`src/rtl/set_assoc_cache_hit_counter_macros.svh`:
```
// assertion helpers used by the cache tag store sequencer
// each macro expects clk and arst_n in the enclosing module
`ifndef SET_ASSOC_CACHE_HIT_COUNTER_MACROS_SVH
`define SET_ASSOC_CACHE_HIT_COUNTER_MACROS_SVH

// condition that must hold at every edge out of reset
`define SACH_ALWAYS(label, cond, msg) \
	label: assert property (@(posedge clk) disable iff (!arst_n) (cond)) else $error(msg);

// same-cycle implication
`define SACH_IMPLY(label, ante, cons, msg) \
	label: assert property (@(posedge clk) disable iff (!arst_n) (ante) |-> (cons)) \
		else $error(msg);

// next-cycle implication
`define SACH_NEXT(label, ante, cons, msg) \
	label: assert property (@(posedge clk) disable iff (!arst_n) (ante) |=> (cons)) \
		else $error(msg);

`endif

```
`src/rtl/sach_pkg.sv`:
```
`default_nettype none
package sach_pkg;
	// cache geometry
	localparam int NUM_BLOCKS = 16;
	localparam int ADDR_BITS  = 8;
	// largest power of two not above the block count
	localparam int BLOCK_LOG  = $clog2(NUM_BLOCKS + 1) - 1;
	localparam int USED_BLOCKS = 1 << BLOCK_LOG;
	localparam int BLK_W      = BLOCK_LOG;
	localparam int WAY_W      = BLOCK_LOG;
	localparam int WL_W       = $clog2(BLOCK_LOG + 1);
	localparam int TAG_W      = ADDR_BITS;

	// field widths
	localparam int CFG_W      = 3;
	localparam int WAY_OUT_W  = 4;
	localparam int EVT_W      = 8;
	localparam int CNT_W      = 32;

	// counter update request from the sequencer
	typedef struct packed {
		logic upd;
		logic hit;
	} cnt_upd_t;
endpackage
`default_nettype wire

```
`src/rtl/sach_access_if.sv`:
```
`default_nettype none
interface sach_access_if;
	import sach_pkg::*;
	logic                 valid;
	logic                 ready;
	logic [ADDR_BITS-1:0] access_address;

	modport source (output valid, output access_address, input ready);
	modport sink (input valid, input access_address, output ready);
endinterface
`default_nettype wire

```
`src/rtl/sach_result_if.sv`:
```
`default_nettype none
interface sach_result_if;
	import sach_pkg::*;
	logic                 valid;
	logic                 ready;
	logic                 hit;
	logic [WAY_OUT_W-1:0] way_used;
	logic                 evicted;
	logic [EVT_W-1:0]     evicted_tag;
	logic [CNT_W-1:0]     access_total;
	logic [CNT_W-1:0]     hit_total;

	modport source (output valid, output hit, output way_used, output evicted,
		output evicted_tag, output access_total, output hit_total, input ready);
	modport sink (input valid, input hit, input way_used, input evicted,
		input evicted_tag, input access_total, input hit_total, output ready);
endinterface
`default_nettype wire

```
`src/rtl/sach_ram.sv`:
```
`default_nettype none
module sach_ram #(
	parameter int WIDTH = 8,
	parameter int DEPTH = 16
) (
	input  wire logic                     clk,
	input  wire logic                     we,
	input  wire logic [$clog2(DEPTH)-1:0] waddr,
	input  wire logic [WIDTH-1:0]         wdata,
	input  wire logic                     re,
	input  wire logic [$clog2(DEPTH)-1:0] raddr,
	output logic      [WIDTH-1:0]         rdata
);
	logic [WIDTH-1:0] mem_q [DEPTH];

	// single write port, registered read port
	always_ff @(posedge clk) begin
		if (we) begin
			mem_q[waddr] <= wdata;
		end
		if (re) begin
			rdata <= mem_q[raddr];
		end
	end
endmodule
`default_nettype wire

```
`src/rtl/sach_counters.sv`:
```
`default_nettype none
module sach_counters (
	input  wire logic                     clk,
	input  wire logic                     arst_n,
	input  wire sach_pkg::cnt_upd_t       stats,
	output logic      [sach_pkg::CNT_W-1:0] access_total,
	output logic      [sach_pkg::CNT_W-1:0] hit_total
);
	import sach_pkg::*;

	logic [CNT_W-1:0] access_q;
	logic [CNT_W-1:0] hits_q;

	// saturating running counts
	always_ff @(posedge clk or negedge arst_n) begin
		if (!arst_n) begin
			access_q <= '0;
			hits_q   <= '0;
		end else if (stats.upd) begin
			if (access_q != '1) begin
				access_q <= access_q + CNT_W'(1);
			end
			if (stats.hit && hits_q != '1) begin
				hits_q <= hits_q + CNT_W'(1);
			end
		end
	end

	assign access_total = access_q;
	assign hit_total    = hits_q;
endmodule
`default_nettype wire

```
`src/rtl/sach_seq.sv`:
```
`default_nettype none
module sach_seq (
	input  wire logic                       clk,
	input  wire logic                       arst_n,
	input  wire logic [sach_pkg::CFG_W-1:0] ways_log,
	sach_access_if.sink                     access,
	output logic                            res_valid,
	input  wire logic                       res_ready,
	output logic                            res_hit,
	output logic [sach_pkg::WAY_OUT_W-1:0]  res_way_used,
	output logic                            res_evicted,
	output logic [sach_pkg::EVT_W-1:0]      res_evicted_tag,
	output sach_pkg::cnt_upd_t              stats
);
	import sach_pkg::*;

	`include "set_assoc_cache_hit_counter_macros.svh"

	typedef enum logic [2:0] {
		ST_IDLE,
		ST_RD,
		ST_CMP,
		ST_WR,
		ST_DONE
	} state_t;

	state_t            state_q;
	logic [BLK_W-1:0]  set_q;
	logic [TAG_W-1:0]  tag_q;
	logic [WL_W-1:0]   sb_q;
	logic [WAY_W-1:0]  way_mask_q;
	logic [WAY_W-1:0]  way_q;
	logic [WAY_W-1:0]  vic_way_q;
	logic [WAY_W-1:0]  free_way_q;
	logic              free_found_q;
	logic [WAY_W-1:0]  res_way_q;
	logic              hit_q;
	logic              evicted_q;
	logic [TAG_W-1:0]  ev_tag_q;
	logic [USED_BLOCKS-1:0] valid_q;
	logic [WAY_W-1:0]  vp_q [USED_BLOCKS];
	logic              out_valid_q;
	logic              out_hit_q;
	logic [WAY_W-1:0]  out_way_q;
	logic              out_evicted_q;
	logic [TAG_W-1:0]  out_ev_tag_q;

	logic [WL_W-1:0]   acc_wl;
	logic [WL_W-1:0]   acc_sb;
	logic [BLK_W-1:0]  acc_set;
	logic [WAY_W-1:0]  acc_way_mask;
	logic [BLK_W-1:0]  scan_blk;
	logic              scan_valid;
	logic              scan_hit;
	logic [WAY_W-1:0]  wr_way;
	logic [BLK_W-1:0]  wr_blk;
	logic              ram_we;
	logic              ram_re;
	logic [TAG_W-1:0]  ram_rdata;
	logic              in_take;
	logic              out_load;

	// block index of way w in set s: way bits above the set bits
	function automatic logic [BLK_W-1:0] blk_of(input logic [WAY_W-1:0] w,
		input logic [BLK_W-1:0] s, input logic [WL_W-1:0] sb);
		logic [BLK_W-1:0] wide;
		wide = BLK_W'(w) << sb;
		return wide | s;
	endfunction

	// address split under the current associativity
	always_comb begin
		acc_wl       = (ways_log > CFG_W'(BLOCK_LOG)) ? WL_W'(BLOCK_LOG) : WL_W'(ways_log);
		acc_sb       = WL_W'(BLOCK_LOG) - acc_wl;
		acc_set      = access.access_address[BLK_W-1:0] & ~({BLK_W{1'b1}} << acc_sb);
		acc_way_mask = ~({WAY_W{1'b1}} << acc_wl);
	end

	// shared compare unit and write-back select
	always_comb begin
		scan_blk   = blk_of(way_q, set_q, sb_q);
		scan_valid = valid_q[scan_blk];
		scan_hit   = scan_valid && (ram_rdata == tag_q);
		wr_way     = free_found_q ? free_way_q : vic_way_q;
		wr_blk     = blk_of(wr_way, set_q, sb_q);
	end

	assign access.ready = (state_q == ST_IDLE);
	assign in_take      = access.valid && (state_q == ST_IDLE);
	assign out_load     = (state_q == ST_DONE) && (!out_valid_q || res_ready);
	assign ram_re       = (state_q == ST_RD);
	assign ram_we       = (state_q == ST_WR);

	// tag store
	sach_ram #(
		.WIDTH(TAG_W),
		.DEPTH(USED_BLOCKS)
	) u_tags (
		.clk  (clk),
		.we   (ram_we),
		.waddr(wr_blk),
		.wdata(tag_q),
		.re   (ram_re),
		.raddr(scan_blk),
		.rdata(ram_rdata)
	);

	// sequencer: walk the ways of the set, then write back on a miss
	always_ff @(posedge clk or negedge arst_n) begin
		if (!arst_n) begin
			state_q     <= ST_IDLE;
			valid_q     <= '0;
			out_valid_q <= 1'b0;
			for (int i = 0; i < USED_BLOCKS; i++) begin
				vp_q[i] <= '0;
			end
		end else begin
			if (res_ready && !out_load) begin
				out_valid_q <= 1'b0;
			end
			unique case (state_q)
				ST_IDLE: begin
					if (in_take) begin
						set_q        <= acc_set;
						tag_q        <= access.access_address >> acc_sb;
						sb_q         <= acc_sb;
						way_mask_q   <= acc_way_mask;
						vic_way_q    <= vp_q[acc_set] & acc_way_mask;
						way_q        <= '0;
						free_found_q <= 1'b0;
						hit_q        <= 1'b0;
						evicted_q    <= 1'b0;
						state_q      <= ST_RD;
					end
				end
				ST_RD: begin
					state_q <= ST_CMP;
				end
				ST_CMP: begin
					if (way_q == vic_way_q) begin
						ev_tag_q <= ram_rdata;
					end
					if (scan_hit) begin
						hit_q     <= 1'b1;
						res_way_q <= way_q;
						state_q   <= ST_DONE;
					end else begin
						if (!scan_valid && !free_found_q) begin
							free_found_q <= 1'b1;
							free_way_q   <= way_q;
						end
						if (way_q == way_mask_q) begin
							state_q <= ST_WR;
						end else begin
							way_q   <= way_q + WAY_W'(1);
							state_q <= ST_RD;
						end
					end
				end
				ST_WR: begin
					valid_q[wr_blk] <= 1'b1;
					res_way_q       <= wr_way;
					if (!free_found_q) begin
						evicted_q   <= 1'b1;
						vp_q[set_q] <= (vic_way_q + WAY_W'(1)) & way_mask_q;
					end
					state_q <= ST_DONE;
				end
				ST_DONE: begin
					if (out_load) begin
						out_valid_q   <= 1'b1;
						out_hit_q     <= hit_q;
						out_way_q     <= res_way_q;
						out_evicted_q <= evicted_q;
						out_ev_tag_q  <= evicted_q ? ev_tag_q : '0;
						state_q       <= ST_IDLE;
					end
				end
				default: begin
					state_q <= ST_IDLE;
				end
			endcase
		end
	end

	assign res_valid       = out_valid_q;
	assign res_hit         = out_hit_q;
	assign res_way_used    = WAY_OUT_W'(out_way_q);
	assign res_evicted     = out_evicted_q;
	assign res_evicted_tag = EVT_W'(out_ev_tag_q);
	assign stats           = '{upd: out_load, hit: hit_q};

	// checks on the sequencer
	`SACH_NEXT(a_load_shows, out_load, res_valid, "result load did not raise valid")
	`SACH_IMPLY(a_hit_no_evict, res_valid, !(res_hit && res_evicted), "hit reported eviction")
	`SACH_IMPLY(a_ev_tag_zero, res_valid && !res_evicted, res_evicted_tag == '0,
		"evicted tag not zero without eviction")
	`SACH_IMPLY(a_scan_range, state_q == ST_CMP, way_q <= way_mask_q, "scan beyond way count")
	`SACH_IMPLY(a_hit_no_write, ram_we, !hit_q, "tag write after a hit")
endmodule
`default_nettype wire

```
`src/rtl/set_assoc_cache_hit_counter.sv`:
```
// Tag store of a 16-block cache with one-byte blocks, 8-bit addresses and
// round-robin replacement per set, with saturating access and hit counts.
// access channel: one beat carries an access_address; it is taken when
// valid and ready are both high. ready is high only while the sequencer
// is idle, so one access is in flight at a time.
// result channel: one beat per access with hit, way_used, evicted,
// evicted_tag and the running totals including that access.
// cfg_we/cfg_wdata write ways_log (log2 of the associativity, values
// above 4 act as fully associative); write it only while no access is
// in flight. Stored tags are kept across a change.
// The single read port of the tag RAM is scanned one way at a time, each
// way with a read step and then a compare step; a hit ends the scan and a
// miss adds a write-back step. ready returns after the result is loaded,
// so the next access is taken only after the current result is loaded.
// The output register lets the next access be accepted and scanned while
// a result waits; that access holds in its final step until the result
// beat is taken.
// Reset clears valid bits, victim pointers, counters, ways_log and the
// result valid flag; tag contents are left as they are.
`default_nettype none
module set_assoc_cache_hit_counter (
	input  wire logic                       clk,
	input  wire logic                       arst_n,
	input  wire logic                       cfg_we,
	input  wire logic [sach_pkg::CFG_W-1:0] cfg_wdata,
	sach_access_if.sink                     access,
	sach_result_if.source                   result
);
	import sach_pkg::*;

	logic [CFG_W-1:0] ways_log_q;
	cnt_upd_t         stats;

	// configuration register
	always_ff @(posedge clk or negedge arst_n) begin
		if (!arst_n) begin
			ways_log_q <= '0;
		end else if (cfg_we) begin
			ways_log_q <= cfg_wdata;
		end
	end

	// lookup and fill sequencer with the tag RAM
	sach_seq u_seq (
		.clk            (clk),
		.arst_n         (arst_n),
		.ways_log       (ways_log_q),
		.access         (access),
		.res_valid      (result.valid),
		.res_ready      (result.ready),
		.res_hit        (result.hit),
		.res_way_used   (result.way_used),
		.res_evicted    (result.evicted),
		.res_evicted_tag(result.evicted_tag),
		.stats          (stats)
	);

	// running totals, stable while a result beat waits
	sach_counters u_counters (
		.clk         (clk),
		.arst_n      (arst_n),
		.stats       (stats),
		.access_total(result.access_total),
		.hit_total   (result.hit_total)
	);
endmodule
`default_nettype wire
```
`src/flat_wrapper.sv`:
```
// flat-port wrapper written by rule: the top's interface ports become plain ports
module set_assoc_cache_hit_counter_flat import sach_pkg::*;
  (clk, arst_n, cfg_we, cfg_wdata, access_valid, access_access_address, access_ready, result_valid, result_hit, result_way_used, result_evicted, result_evicted_tag, result_access_total, result_hit_total, result_ready);
  sach_access_if access_i ();
  sach_result_if result_i ();
  input  wire logic clk;
  input  wire logic arst_n;
  input  wire logic cfg_we;
  input  wire logic [sach_pkg::CFG_W-1:0] cfg_wdata;
  input wire logic [$bits(access_i.valid)-1:0] access_valid;
  input wire logic [$bits(access_i.access_address)-1:0] access_access_address;
  output wire logic [$bits(access_i.ready)-1:0] access_ready;
  output wire logic [$bits(result_i.valid)-1:0] result_valid;
  output wire logic [$bits(result_i.hit)-1:0] result_hit;
  output wire logic [$bits(result_i.way_used)-1:0] result_way_used;
  output wire logic [$bits(result_i.evicted)-1:0] result_evicted;
  output wire logic [$bits(result_i.evicted_tag)-1:0] result_evicted_tag;
  output wire logic [$bits(result_i.access_total)-1:0] result_access_total;
  output wire logic [$bits(result_i.hit_total)-1:0] result_hit_total;
  input wire logic [$bits(result_i.ready)-1:0] result_ready;
  assign access_i.valid = access_valid;
  assign access_i.access_address = access_access_address;
  assign access_ready = access_i.ready;
  assign result_valid = result_i.valid;
  assign result_hit = result_i.hit;
  assign result_way_used = result_i.way_used;
  assign result_evicted = result_i.evicted;
  assign result_evicted_tag = result_i.evicted_tag;
  assign result_access_total = result_i.access_total;
  assign result_hit_total = result_i.hit_total;
  assign result_i.ready = result_ready;
  set_assoc_cache_hit_counter u_core (.clk(clk), .arst_n(arst_n), .cfg_we(cfg_we), .cfg_wdata(cfg_wdata), .access(access_i), .result(result_i));
endmodule
```
`config.mk`:
```
export PLATFORM = sky130hd
export DESIGN_NAME = set_assoc_cache_hit_counter_flat
export DESIGN_NICKNAME = d
export VERILOG_FILES = /design/src/rtl/sach_pkg.sv /design/src/rtl/sach_access_if.sv /design/src/rtl/sach_result_if.sv /design/src/rtl/sach_ram.sv /design/src/rtl/sach_counters.sv /design/src/rtl/sach_seq.sv /design/src/rtl/set_assoc_cache_hit_counter.sv /design/src/flat_wrapper.sv
export VERILOG_INCLUDE_DIRS = /design/src /design/src/rtl
export SDC_FILE = /design/constraint.sdc
export NUM_CORES = 1
export LEC_CHECK = 0
export BUFFER_PORTS_ARGS = -buffer_cell sky130_fd_sc_hd__buf_2
export CORE_UTILIZATION = 60
export CTS_BUF_LIST = sky130_fd_sc_hd__clkbuf_8
export DETAILED_ROUTE_END_ITERATION = 8
export GPL_TIMING_DRIVEN = 0
export PLACE_DENSITY_LB_ADDON = 0.08
export SYNTH_ARGS = -nofsm -noshare
export SYNTH_HDL_FRONTEND = slang
export SYNTH_SLANG_ARGS = --single-unit
export TNS_END_PERCENT = 100
```
`constraint.sdc`:
```
create_clock -name clk -period 4.5 [get_ports clk]
set_clock_uncertainty 0.2 [all_clocks]
set_input_delay 0.225 -clock clk [delete_from_list [all_inputs] [get_ports clk]]
set_output_delay 0.225 -clock clk [all_outputs]
set_load 0.05 [all_outputs]
```
Yosys cells after proc, flatten, opt, wreduce, memory -nomap -nowiden

Memories as Yosys holds them, arrays and structs flattened. A register that Yosys moved wholly into a read port is not among the register bits.
Cells that the tools add are included.

Mux-type cells: 36
Reduce and logical (&&, ||, !) cells: 30
Eq/ne operators: 16
Multiply operators: 0
Div/mod/pow operators: 0
Magnitude comparators: 7
Bitwise logic cells: 12
Shift operators: 5
Add/subtract/negate cells: 5

Operators by type and width:

| operator              | number |
|---|---|
| $add 32x1->32 const B | 2 |
| $bwmux 64             | 1 |
| $ne 32x32->1 const B  | 2 |
| $mux 4                | 8 |
| $bmux 4 s4            | 1 |
| $demux 4 s4           | 1 |
| $or 16x16->16         | 1 |
| $pmux 4 s2            | 2 |
| $pmux 3 s5            | 1 |
| $and 4x4->4           | 3 |
| $mux 1                | 12 |
| $mux 3                | 4 |
| $ne 2x2->1 const B    | 6 |
| $reduce_and 3->1      | 4 |
| $reduce_and 4->1      | 3 |
| $ge 5x5->1 const B    | 2 |
| $lt 4x5->1 const B    | 2 |
| $not 4->5             | 2 |
| $reduce_and 5->1      | 2 |
| $add 4x1->4 const B   | 2 |
| $eq 4x4->1            | 2 |
| $eq 8x8->1            | 1 |
| $logic_and 1x1->1     | 8 |
| $not 4->4             | 2 |
| other kinds (22)      | 37 |

Memories: 1
Word-level logic and storage cells: 150
Bits in read-only memories: 0
Bits of input ports: 16
Latch bits: 0
RAM bits: 128
Output and inout port bits: 80
Register bits: 211

Memory list:

| memory                    | words | bits a word | rd ports | clocked after Yosys merged registers in | wr ports | line           | source |
|---|---|---|---|---|---|---|---|
| u_core.u_seq.u_tags.mem_q | 16    | 8           | 1        | 1                                       | 1        | sach_ram.sv:14 | `logic [WIDTH-1:0] mem_q [DEPTH];` |

Longest topological paths before layout

Gate-level depths: netlist (run 1).

Depth in word-level cells: 11
Depth in mapped cells: 11
Depth with buffers taken out: 9

Cells and area by module

A second synthesis (run 1) with hierarchy kept.

Cells, all modules: 1002
Area total of the unflattened synthesis: 14569.0 um2

By module, submodules not included:

| module                      | times used | area an instance (um2) | seq. area each (um2) | cells each |
|---|---|---|---|---|
| sach_seq                    | 1          | 6077.1                 | 3453.3               | 471 |
| sach_ram                    | 1          | 5227.5                 | 4083.9               | 229 |
| sach_counters               | 1          | 3155.5                 | 1601.5               | 296 |
| set_assoc_cache_hit_counter | 1          | 108.9                  | 75.1                 | 6 |

Worst setup path before layout (run 1)

No wires, ideal clock.

Kind: register to register
Start point: register u_core.ways_log_q[2]
End point: register u_core.u_seq.vic_way_q[0], data pin
Setup time: 0.255 ns
Data required time: 4.045 ns
Period minus slack after synthesis: 3.309 ns
Cell stages (with the launch flop): 12
Slack: 1.191 ns
Data arrival time: 2.855 ns
Buffers on the path: 2
Cells stage by stage: dfrtp_1 > inv_2 > nand2_1 > ha_1 > ha_1 > clkbuf_1 > nand2b_1 > nand2_1 > buf_1 > mux4_2 > mux4_2 > and2_1

Word-level cells in the longest chain between the ends: 11
Elaborated cells between the ends (all ways): 13
Those cells by class: add/sub (1); order compare (1); shift (2); mux (4); bitwise (5)

RTL lines:

| what                                      | line                              | source |
|---|---|---|
| from (decl)                               | set_assoc_cache_hit_counter.sv:31 | `logic [CFG_W-1:0] ways_log_q;` |
| from (signal assigned)                    | set_assoc_cache_hit_counter.sv:39 | `ways_log_q <= cfg_wdata;` |
| $gt 3x3->1                                | sach_seq.sv:73                    | `acc_wl = (ways_log > CFG_W'(BLOCK_LOG)) ? WL_W'(BLOCK_LOG) : WL_W'(ways_log);` |
| $mux 3 (*)                                | sach_seq.sv:73                    |  |
| $sub 3x3->3                               | sach_seq.sv:74                    | `acc_sb = WL_W'(BLOCK_LOG) - acc_wl;` |
| $shl 4x3->4                               | sach_seq.sv:75                    | `acc_set = access.access_address[BLK_W-1:0] & ~({BLK_W{1'b1}} << acc_sb);` |
| $not 4->4                                 | sach_seq.sv:75                    |  |
| $and 4x4->4                               | sach_seq.sv:75                    |  |
| $not 4->5 (implied by the code)           | sach_seq.sv:128                   | `vic_way_q <= vp_q[acc_set] & acc_way_mask;` |
| $bmux 4 s4                                | sach_seq.sv:128                   |  |
| $mux 4 (implied by the code) (2 in a row) | sach_seq.sv:128                   |  |
| $and 4x4->4 (*)                           | sach_seq.sv:128                   |  |
| to (signal assigned)                      | sach_seq.sv:128                   |  |
| to (decl)                                 | sach_seq.sv:33                    | `logic [WAY_W-1:0] vic_way_q;` |

Mark *: on every way between the ends. The rest lies on a longest branch, timed or not. The select of a mux whose other input is x is not followed.
A chain may end at the register's enable or synchronous reset.

Worst setup path after layout (run 1)

Start point: register u_core.ways_log_q[2]
End point: register u_core.u_seq.vic_way_q[2], data pin

The elaborated chain is that of the path after synthesis.

==> impl_metrics.ini, run 1 <==
[routing]
vias_per_cell = 5.689
ant_nets = 0
drc = 0
vias = 8722
dr.pass1.iters = 5
wire_per_inst_um = 18.88
drt-total-wl_mm = 28.94
drt_iter0_markers = 627

[worst_setup_path]
arrival_ps = 4140
crit_required_ps = 4620
slowest_stage = buf_1
slowest_delay_ps = 540
worst-setup-path-type = register to register
cp-start-kind = register
worst-path-buf-inv = 3
crit_family = buffers and inverters
end_kind = register
cp_max_fo = 10
critical_path.cell_chain = inv_2, nand2_1, ha_1, ha_1, clkbuf_1, nand2b_1, nand2_1, buf_1, mux4_2, mux4_2, and2_1

[timing]
worstMarginPinSlew_ps = 1273
post-route-min-period_ps = 4020
hold_viol_final = 0
fmax_mhz = 248.8
grt_setup_unrepaired = no
fin_crit_sh_pct = 89.32
whs_ps = 40.37
setup_viol = 0
slew_violations = 0
maxSlewHeadroom_pct = 14.48
fin_tns_setup_ps = 0

[yosys]
synth_area_per_cell_um2 = 14.36
yosys.area_share.simple_pct = 12.04
async_reset_ff_share_pct = 40.43
syn_nets = 1021
synthXorXnorAreaFrac_pct = 5.010
synth.distinct_cells = 69
ys.flop_type = edfxtp_1
synth-seq-cells = 329
synth_fa_ha_area_share_pct = 0.6110
seq_area_frac_synth_pct = 64.28
syn-cell-area_um2 = 14330
synth.mux.area_fraction_pct = 11.80
synth_edf_count = 196
syn_inst = 998
synth_compound_area_share_pct = 4.242
synth_top_family_by_area = simple AND/OR/NAND/NOR gates
synth_warnings = 0

[global_route]
global_route.usage.met3_pct = 3.905
grt_pass1_vias = 8590
grt_busiest_layer = met1
grt_util_met1_pct = 37.44
grt_usage_pct = 24.69
grt_overflow = 0
grt_max_degree = 95
antenna_found_initial = 0
grt_use_met2_pct = 37.07
grt_pass1_wl_mm = 45.95

[final_layout]
finalInstanceArea_um2 = 16520
diodes = 0
regArea_um2 = 9214
mostFrequentLayoutCell = edfxtp_1
layout_common_cells = 196 x edfxtp_1, 133 x dfrtp_1, 104 x buf_2, 95 x nand2_1, 64 x clkbuf_8
drive_gt1_share_pct = 23.64
area_delta_synth_final_pct = 15.24
multi_input_area_um2 = 4851
final_net_count = 1193
fillers = 1639

[floorplan]
rows = 56
coreArea_um2 = 23470
dieArea_um2 = 24510
die_w_um = 156.6
initial_utilization_pct = 61.07
dieHeight_um = 156.6
io_pins = 96

[placement]
dp_hpwl_mm = 19.39
placed_cell_area_um2 = 15250
portBuffers = 95
gp_congestion = 0.7936

[clock_network]
post_cts_buffers = 0
cts.sinks = 329
ctsHoldBuffers = 22
insertion_delay_ps = 570
cts_resized = 0
h-tree-depth = 2
cts_tree = yes
clk_pin_slew_ps = 60
cts_inserted_buffers = 52
clockBufferDepth = 3
cts_root_buffer = clkbuf_8

[run_status]
status = complete, no violations

[pwr]
p_leak_uw = 0.006797
p_total_uw = 7442
ir_drop_mv = 0.2943
power.density_nw_per_um2 = 450.5

[hold_path]
hold_class = input pin to register

[flow_run]
drv_cap = 0
## worst register-to-register path, delay by kind of cell, from the launching register on
family,cells,cell delay [ps]
buf+inv,3,980
mux,2,920
fa+ha+maj,2,510
simple gates,4,740
flops,1,440
## cell type report
cell class / count / area share (%)
Sequential cell: 329 / 55.78
Multi-Input combinational cell: 609 / 29.36
Clock buffer: 64 / 5.332
Timing Repair Buffer: 118 / 4.522
Tap cell: 319 / 2.416
Buffer: 36 / 1.212
Clock inverter: 34 / 0.8331
Inverter: 24 / 0.5453
## synthesized netlist by cell type, drive strengths merged, types with 5 or more instances
master / n / area (µm²)
nand3: 30 / 155.1
and2: 29 / 181.4
a21oi: 14 / 73.82
o21bai: 10 / 75.07
and3: 14 / 92.59
ha: 7 / 87.58
a21o: 8 / 60.06
buf: 20 / 140.1
mux4: 47 / 1081
nor3: 22 / 130.1
nor2: 53 / 206.5
clkbuf: 16 / 60.06
edfxtp: 196 / 5886
a211oi: 8 / 60.06
nand2b: 7 / 43.79
nand4: 29 / 181.4
mux2i: 19 / 190.2
dfrtp: 133 / 3328
xnor2: 44 / 385.4
or2: 5 / 31.28
o21ai: 34 / 170.2
xor2: 38 / 332.8
and4: 7 / 66.31
nor4: 12 / 87.58
nor2b: 6 / 40.04
nand2: 95 / 356.6
inv: 23 / 86.34
mux2: 37 / 420.4
## metal layers
| metal | wire length (µm) | part of all wire, % |
|---|---|---|
| met5 | 0 | 0 |
| met4 | 586 | 2.0 |
| met3 | 1623 | 5.6 |
| met2 | 13140 | 45 |
| met1 | 13590 | 47 |
## state kept, by name, summed over array words and instances (netlist names), 8 cells and up
register	flops
u_core.u_seq.valid_q	16
u_core.u_seq.res_evicted_tag	8
u_core.u_seq.u_tags.mem_q	128
u_core.u_seq.u_tags.rdata	8
u_core.u_seq.vp_q	46
u_core.u_seq.ev_tag_q	8
u_core.u_counters.access_total	32
u_core.u_seq.tag_q	8
u_core.u_counters.hit_total	32
## power by group
part,switching (µW),leakage (µW),internal (µW)
registers,218,0.00359,3550
clock network,1120,0.000624,1280
logic,775,0.00258,497
## stage by stage
step	cells	util (%)	setup slack (ps)
after floorplan	998	-	1191
after global placement	1412	64.80	132.8
after detailed placement	1413	64.98	518.1
after CTS	1533	70.34	511.4
after global routing	1533	70.38	299.1
final	1533	70.38	480.4
## cell families after synthesis
| group | after synthesis |
|---|---|
| muxes | 103 |
| buffers and inverters | 60 |
| DFF | 329 |
| xor gates and xnor gates | 82 |
| and+or+nand+nor | 327 |
| AOI/OAI and AO/OA | 90 |
| adders and majority gates | 7 |
## path summary, 6_finish.rpt
| path | end | cells past startpoint | slack, ps | startpoint |
|---|---|---|---|---|
| max in group asynchronous | u_core.ways_log_q[0]$_DFFE_PN0P_ | 4 | 3080 | arst_n |
| min in group asynchronous | u_core.u_counters.hit_total[26]$_DFFE_PN0P_ | 4 | 540 | arst_n |
| min reg2reg | u_core.u_seq.res_way_used[1]$_DFFE_PP_ | 0 | 220 | u_core.u_seq.res_way_q[1]$_DFFE_PP_ |
| min | u_core.u_seq.tag_q[1]$_DFFE_PP_ | 4 | 40 | access_access_address[1] |
| max reg2reg | u_core.u_seq.vic_way_q[2]$_DFFE_PP_ | 11 | 480 | u_core.ways_log_q[2]$_DFFE_PN0P_ |
| max | u_core.u_seq.vic_way_q[2]$_DFFE_PP_ | 11 | 480 | u_core.ways_log_q[2]$_DFFE_PN0P_ |
No activity file was read; power rests on OpenSTA's default activity.
==> run 2, diff against run 1 <==
--- a/config.mk
+++ b/config.mk
@@ -7,10 +7,10 @@
 export NUM_CORES = 1
 export LEC_CHECK = 0
 export BUFFER_PORTS_ARGS = -buffer_cell sky130_fd_sc_hd__buf_2
-export CORE_UTILIZATION = 60
+export CORE_UTILIZATION = 63
 export CTS_BUF_LIST = sky130_fd_sc_hd__clkbuf_8
 export DETAILED_ROUTE_END_ITERATION = 8
-export GPL_TIMING_DRIVEN = 0
+export MAX_ROUTING_LAYER = met4
 export PLACE_DENSITY_LB_ADDON = 0.08
 export SYNTH_ARGS = -nofsm -noshare
 export SYNTH_HDL_FRONTEND = slang
==> run 2 against run 1 <==
Register-to-register slack better by 570 ps. Wire length up 0.33%. Combinational power down 6%. Die area down 4.7%. Sequential cell count unchanged. Largest cell class unchanged. Critical path type unchanged. Via count down 0.63%.
==> impl_metrics.ini, run 2 (synthesis results as in run 1) <==
[clock_network]
clockBufferDepth = 3
insertion_delay_ps = 580
cts_root_buffer = clkbuf_8
post_cts_buffers = 0
clk_pin_slew_ps = 60
ctsHoldBuffers = 22
cts_inserted_buffers = 51
h-tree-depth = 2
cts.sinks = 329
cts_tree = yes
cts_resized = 0

[worst_setup_path]
worst-setup-path-type = register to register
startpoint = u_core.ways_log_q[2]$_DFFE_PN0P_
cp_max_fo = 13
ff2ff_setup_slack_ps = 1050
slowest_delay_ps = 470
cp_num_cells = 9
worst-path-buf-inv = 1
slowest_stage = mux4_2
arrival_ps = 3570
r2r-end = u_core.u_seq.vic_way_q[0]$_DFFE_PP_
crit_path_end = u_core.u_seq.vic_way_q[0]$_DFFE_PP_
end_kind = register
crit_required_ps = 4630
critical_path.cell_chain = inv_2, nand2_1, ha_1, ha_1, nand2b_1, nand2_1, mux4_2, mux4_2, and2_1
r2r_cells = 9
crit_family = simple AND/OR/NAND/NOR gates
timing.rr.start = u_core.ways_log_q[2]$_DFFE_PN0P_
cp-start-kind = register

[final_layout]
area_delta_synth_final_pct = 13.78
diodes = 0
fillers = 1457
mostFrequentLayoutCell = edfxtp_1
largest_reg_flops = 128
final_net_count = 1166
layout_common_cells = 196 x edfxtp_1, 133 x dfrtp_1, 95 x nand2_1, 94 x buf_2, 62 x clkbuf_8
max_flop_register = u_core.u_seq.u_tags.mem_q
reg_top3 = u_core.u_seq.u_tags.mem_q x128, u_core.u_seq.vp_q x46
drive_gt1_share_pct = 23.44

[placement]
dp_slack_ps = 1094
dp_hpwl_mm = 19.19
gp_congestion = 0.8526
portBuffers = 95

[timing]
hold_viol_final = 0
maxSlewHeadroom_pct = 25.09
post-route-min-period_ps = 3449
fin_tns_setup_ps = 0
fin_ws_ps = 1051
slew_violations = 0
fin_crit_sh_pct = 76.63
fmax_mhz = 290.0
worstMarginPinSlew_ps = 1124
setup_viol = 0
grt_setup_unrepaired = no

[pwr]
ir_drop_mv = 0.3545
p_sw_uw = 2104
seqPwrFrac_pct = 51.3
internal_power_uw = 5333
power.density_nw_per_um2 = 455.9
p_leak_uw = 0.006724
combPwrFrac_pct = 16.0
switching_share_pct = 28.29
p_clk_share_pct = 32.7

[floorplan]
die_w_um = 152.8
rows = 54
coreArea_um2 = 22090
dieArea_um2 = 23360
dieHeight_um = 152.8
initial_utilization_pct = 64.88
io_pins = 96

[routing]
met1_length_mm = 13.37
dr.max_layer_used = met4
drt_iter0_markers = 558
vias_per_cell = 5.912
wl_met3_mm = 1.987
vias = 8667
wire_per_inst_um = 19.81
dr_wl_met2_mm = 13.29
ant_nets = 0
drt-total-wl_mm = 29.04
dr.pass1.iters = 4
drc = 0

[global_route]
grt_usage_pct = 26.84
antenna_found_initial = 0
grt_max_degree = 79
grt_pass1_wl_mm = 47.29
grt_pass1_vias = 8884
grt_overflow = 0

[hold_path]
hold_class = input pin to register

[run_status]
status = complete, no violations

[flow_run]
drv_cap = 0
## run 2: cell count changes in the layout (fill, tap and decap cells not counted), sizes merged
cell	change
buf	-10
bufinv	+1
clkbuf	-18
clkinv	+4
clkinvlp	-2
inv	-3
## run 2: final cells by class
| type | instances | area, µm² | share of cell area [%] |
|---|---|---|---|
| clock inverters | 34 | 177.7 | 1.089 |
| clock buffers | 62 | 853.3 | 5.232 |
| repair buffers | 128 | 794.5 | 4.871 |
| well taps | 280 | 350.3 | 2.148 |
| multi-input cells | 609 | 4831 | 29.62 |
| flip-flops and latches | 329 | 9214 | 56.49 |
| inverters | 24 | 90.09 | 0.5523 |
## run 2: worst min-delay path by stage
stage                              from                                       endpoint  slack [ps]  depth (start not counted)
2_1_floorplan                    arst_n  u_core.u_counters.access_total[0]$_DFFE_PN0P_        -270                          0
3_3_place_gp                     arst_n    u_core.u_counters.hit_total[15]$_DFFE_PN0P_          30                          1
3_5_place_dp                     arst_n    u_core.u_counters.hit_total[13]$_DFFE_PN0P_          40                          1
4_1_cts        access_access_address[1]                u_core.u_seq.tag_q[1]$_DFFE_PP_          10                          4
5_1_grt        access_access_address[1]                u_core.u_seq.tag_q[1]$_DFFE_PP_          40                          4
6_report       access_access_address[1]                u_core.u_seq.tag_q[1]$_DFFE_PP_          40                          4
## run 2: tightest hold or removal path: cells and delay by family
family / cells / cell delay, ps
multiplexers: 1 / 230
AND/OR/NAND/NOR: 2 / 130
buffers and inverters: 1 / 100
## run 2: power groups by stage
| stage | combinational, µW | sequential, µW | clock [µW] |
|---|---|---|---|
| 2_1_floorplan | 814 | 3860 | 0 |
| 3_3_place_gp | 1140 | 3850 | 0 |
| 3_5_place_dp | 1160 | 3860 | 0 |
| 4_1_cts | 1190 | 3810 | 2490 |
| 5_1_grt | 1290 | 3840 | 2620 |
| 6_report | 1190 | 3810 | 2430 |
## run 2: routing by layer
layer	up-vias	GRT usage (%)
met5	-	-
met4	0	7.985
met3	37	5.018
met2	326	40.00
met1	4280	38.17
li1	4024	-
## run 2: stage by stage
stage / instance area [µm²] / utilization [%] / instances / power (µW) / hold slack [ps]
after global routing: 16310 / 73.82 / 1466 / 7750 / 42.19
after global placement: 15050 / 68.12 / 1348 / 4996 / 33.86
after detailed placement: 15050 / 68.12 / 1348 / 5025 / 37.21
after floorplan: 14340 / - / 998 / 4669 / -270.6
final: 16310 / 73.82 / 1466 / 7437 / 35.36
after CTS: 16310 / 73.82 / 1466 / 7488 / 12.75
==> run 3, diff against run 2 <==
--- a/config.mk
+++ b/config.mk
@@ -6,8 +6,9 @@
 export SDC_FILE = /design/constraint.sdc
 export NUM_CORES = 1
 export LEC_CHECK = 0
+export ABC_AREA = 1
 export BUFFER_PORTS_ARGS = -buffer_cell sky130_fd_sc_hd__buf_2
-export CORE_UTILIZATION = 63
+export CORE_UTILIZATION = 57
 export CTS_BUF_LIST = sky130_fd_sc_hd__clkbuf_8
 export DETAILED_ROUTE_END_ITERATION = 8
 export MAX_ROUTING_LAYER = met4
==> constraint.sdc (replaced) <==
create_clock -name clk -period 3.04 [get_ports clk]
set_clock_uncertainty 0.2 [all_clocks]
set_input_delay 0.152 -clock clk [delete_from_list [all_inputs] [get_ports clk]]
set_output_delay 0.152 -clock clk [all_outputs]
set_load 0.05 [all_outputs]
==> run 3 against run 2 <==
The flow now finishes with violations (DRC). Die area rose by 18%. Global-route usage rose by 0.58 points. Sequential share of layout area fell by 2.7 points. Final area rose by 7.9%. Synthesized cell count rose by 50%. Final cell count rose by 40%. Non-clock buffer count rose by 32. Register-to-register slack got worse by 800 ps. Combinational power rose by 99%.
==> impl_metrics.ini, run 3 <==
[run_status]
violations = DRC
status = complete, but fails checks

[worst_setup_path]
startpoint = u_core.ways_log_q[2]$_DFFE_PN0P_
timing.rr.start = u_core.ways_log_q[2]$_DFFE_PN0P_
r2r-end = u_core.u_seq.vic_way_q[3]$_DFFE_PP_
worst-setup-path-type = register to register
r2r_cells = 10
worst-path-buf-inv = 2
cp_max_fo = 13
critical_path.cell_chain = nor2_1, inv_1, ha_1, ha_1, nand2_1, nand2_2, inv_2, nand3_1, a221oi_1, nor2_1
ff2ff_setup_slack_ps = 250
slowest_stage = dfrtp_1
arrival_ps = 2910
cp-start-kind = register
crit_family = simple AND/OR/NAND/NOR gates
end_kind = register
crit_required_ps = 3170
slowest_delay_ps = 450

[routing]
vias_per_cell = 5.583
drt_iter0_markers = 936
drt-total-wl_mm = 35.42
wire_per_inst_um = 17.29
ant_nets = 0
dr.pass1.iters = 9
vias = 11433
drc = 8

[timing]
fin_ws_ps = 254.2
fin_tns_setup_ps = 0
slew_violations = 0
maxSlewHeadroom_pct = 39.31
whs_ps = 64.16
setup_viol = 0
grt_setup_unrepaired = no
post-route-min-period_ps = 2786
hold_viol_final = 0
fmax_mhz = 359.0
worstMarginPinSlew_ps = 910.4
fin_crit_sh_pct = 91.64

[yosys]
yosys.area_share.simple_pct = 19.05
synth_top_area_share_pct = 38.51
synth-seq-cells = 339
synth_area_per_cell_um2 = 10.18
ys.flop_type = edfxtp_1
synthTopCellsByArea = edfxtp_1 39%, dfrtp_1 23%, nand2_1 7.4%
synth.mux.area_fraction_pct = 0.06549
syn_nets = 1524
seq_area_frac_synth_pct = 61.92
synth_common_cells = 301 x nand2_1, 196 x edfxtp_1, 182 x nor2_1, 143 x dfrtp_1, 128 x o21ai_0
yosysMostFrequentCell = nand2_1
syn-cell-area_um2 = 15280
synth.distinct_cells = 48
synth_edf_count = 196
syn_inst = 1501
synth_compound_area_share_pct = 9.610
async_reset_ff_share_pct = 42.18
synth_top_family_by_area = simple AND/OR/NAND/NOR gates
synth_warnings = 0
synthXorXnorAreaFrac_pct = 4.183
yosys.area.top_type = edfxtp_1
synth_fa_ha_area_share_pct = 0.5730

[hold_path]
worstHoldPathCells = 7
holdCritStartpoint = access_access_address[5]
min_to = u_core.u_seq.tag_q[5]$_SDFFCE_PN0P_
hold_class = input pin to register

[clock_network]
insertion_delay_ps = 590
cts_inserted_buffers = 54
cts_root_buffer = clkbuf_8
clk_pin_slew_ps = 60
cts_tree = yes
h-tree-depth = 2
clockBufferDepth = 3
cts.sinks = 339

[floorplan]
dieArea_um2 = 27470
rows = 59
initial_utilization_pct = 58.32
io_pins = 96
dieHeight_um = 165.8
die_w_um = 165.8
coreArea_um2 = 26210

[final_layout]
layout_common_cells = 300 x nand2_1, 196 x edfxtp_1, 182 x nor2_1, 143 x dfrtp_1, 128 x o21ai_0
fin_cells = 2048
area_delta_synth_final_pct = 15.10
largest_reg_flops = 128
diodes = 0
mostFrequentLayoutCell = nand2_1
final_net_count = 1694
reg_top3 = u_core.u_seq.u_tags.mem_q x128, u_core.u_seq.vp_q x56
drive_gt1_share_pct = 15.70
max_flop_register = u_core.u_seq.u_tags.mem_q

[global_route]
grt_usage_pct = 27.42
grt_util_met1_pct = 37.98
grt_use_met2_pct = 41.99
grt_pass1_vias = 11092
antenna_found_initial = 0
grt_busiest_layer = met2
grt_max_degree = 71
global_route.usage.met3_pct = 4.409
grt_overflow = 0
grt_pass1_wl_mm = 57.95

[placement]
place_inst = 1926
dp_hpwl_mm = 23.80
gp_congestion = 0.9156
dp_slack_ps = 107.3
portBuffers = 95

[pwr]
p_leak_uw = 0.007471
p_total_uw = 11970
power.density_nw_per_um2 = 680.4
ir_drop_mv = 0.5134

[flow_run]
drv_cap = 0
run 3: worst max path at each step:
stage / cells past startpoint / end
2_1_floorplan: 5 / u_core.u_seq.sb_q[0]$_DFFE_PP_
3_3_place_gp: 10 / u_core.u_seq.vic_way_q[2]$_DFFE_PP_
3_5_place_dp: 10 / u_core.u_seq.vic_way_q[3]$_DFFE_PP_
4_1_cts: 10 / u_core.u_seq.vic_way_q[3]$_DFFE_PP_
5_1_grt: 10 / u_core.u_seq.vic_way_q[3]$_DFFE_PP_
6_report: 10 / u_core.u_seq.vic_way_q[3]$_DFFE_PP_
run 3: cell type report:
class / count / area (µm²)
Multi-Input combinational cell: 991 / 5137
Tap cell: 335 / 419.2
Timing Repair Buffer: 160 / 1042
Fill cell: 2044 / 8613
Clock inverter: 41 / 271.5
Inverter: 125 / 474.2
Clock buffer: 57 / 784.5
Sequential cell: 339 / 9464
run 3: power breakdown:
part | total (µW) | leakage, µW | internal, µW | switching [µW]
sequential | 5830 | 0.00370 | 5480 | 346
combinational | 2370 | 0.00321 | 713 | 1660
clock | 3770 | 0.000561 | 1940 | 1830
total | 12000 | 0.00747 | 8130 | 3840
run 3: worst register-to-register path: cells and delay by family (launching register included):
kind / cells / cell delay [ps]
adder cells (fa/ha/maj): 2 / 510
buffers and inverters: 2 / 380
flip-flops: 1 / 450
AND/OR/NAND/NOR: 5 / 700
AO/OA/AOI/OAI: 1 / 310
run 3: cells by family (layout without fill, tap and decap cells):
logic type / count (synthesis) / after routing
flops: 339 / 339
mux: 1 / 1
xor+xnor: 73 / 73
buf+inv: 171 / 383
fa+ha+maj: 7 / 7
compound gates: 249 / 249
simple gates: 661 / 661
run 3: what timing repair did:
item	in CTS	in global routing
hold endpoints to repair	173	0
buffers inserted	0	0
gates resized for setup	0	1
endpoints found under the setup margin	0	4
hold buffers	24	0
run 3: metrics by stage:
stage,instance area [µm²],utilization [%]
2_1_floorplan,15290,-
3_3_place_gp,16290,62.18
3_5_place_dp,16290,62.18
4_1_cts,17590,67.12
5_1_grt,17590,67.13
6_report,17590,67.13
run 3: per-layer routing:
metal	up-vias	share of wire (%)
met2	381	46
met4	0	2.3
met3	69	6.6
met5	-	0
met1	5503	45
li1	5480	-
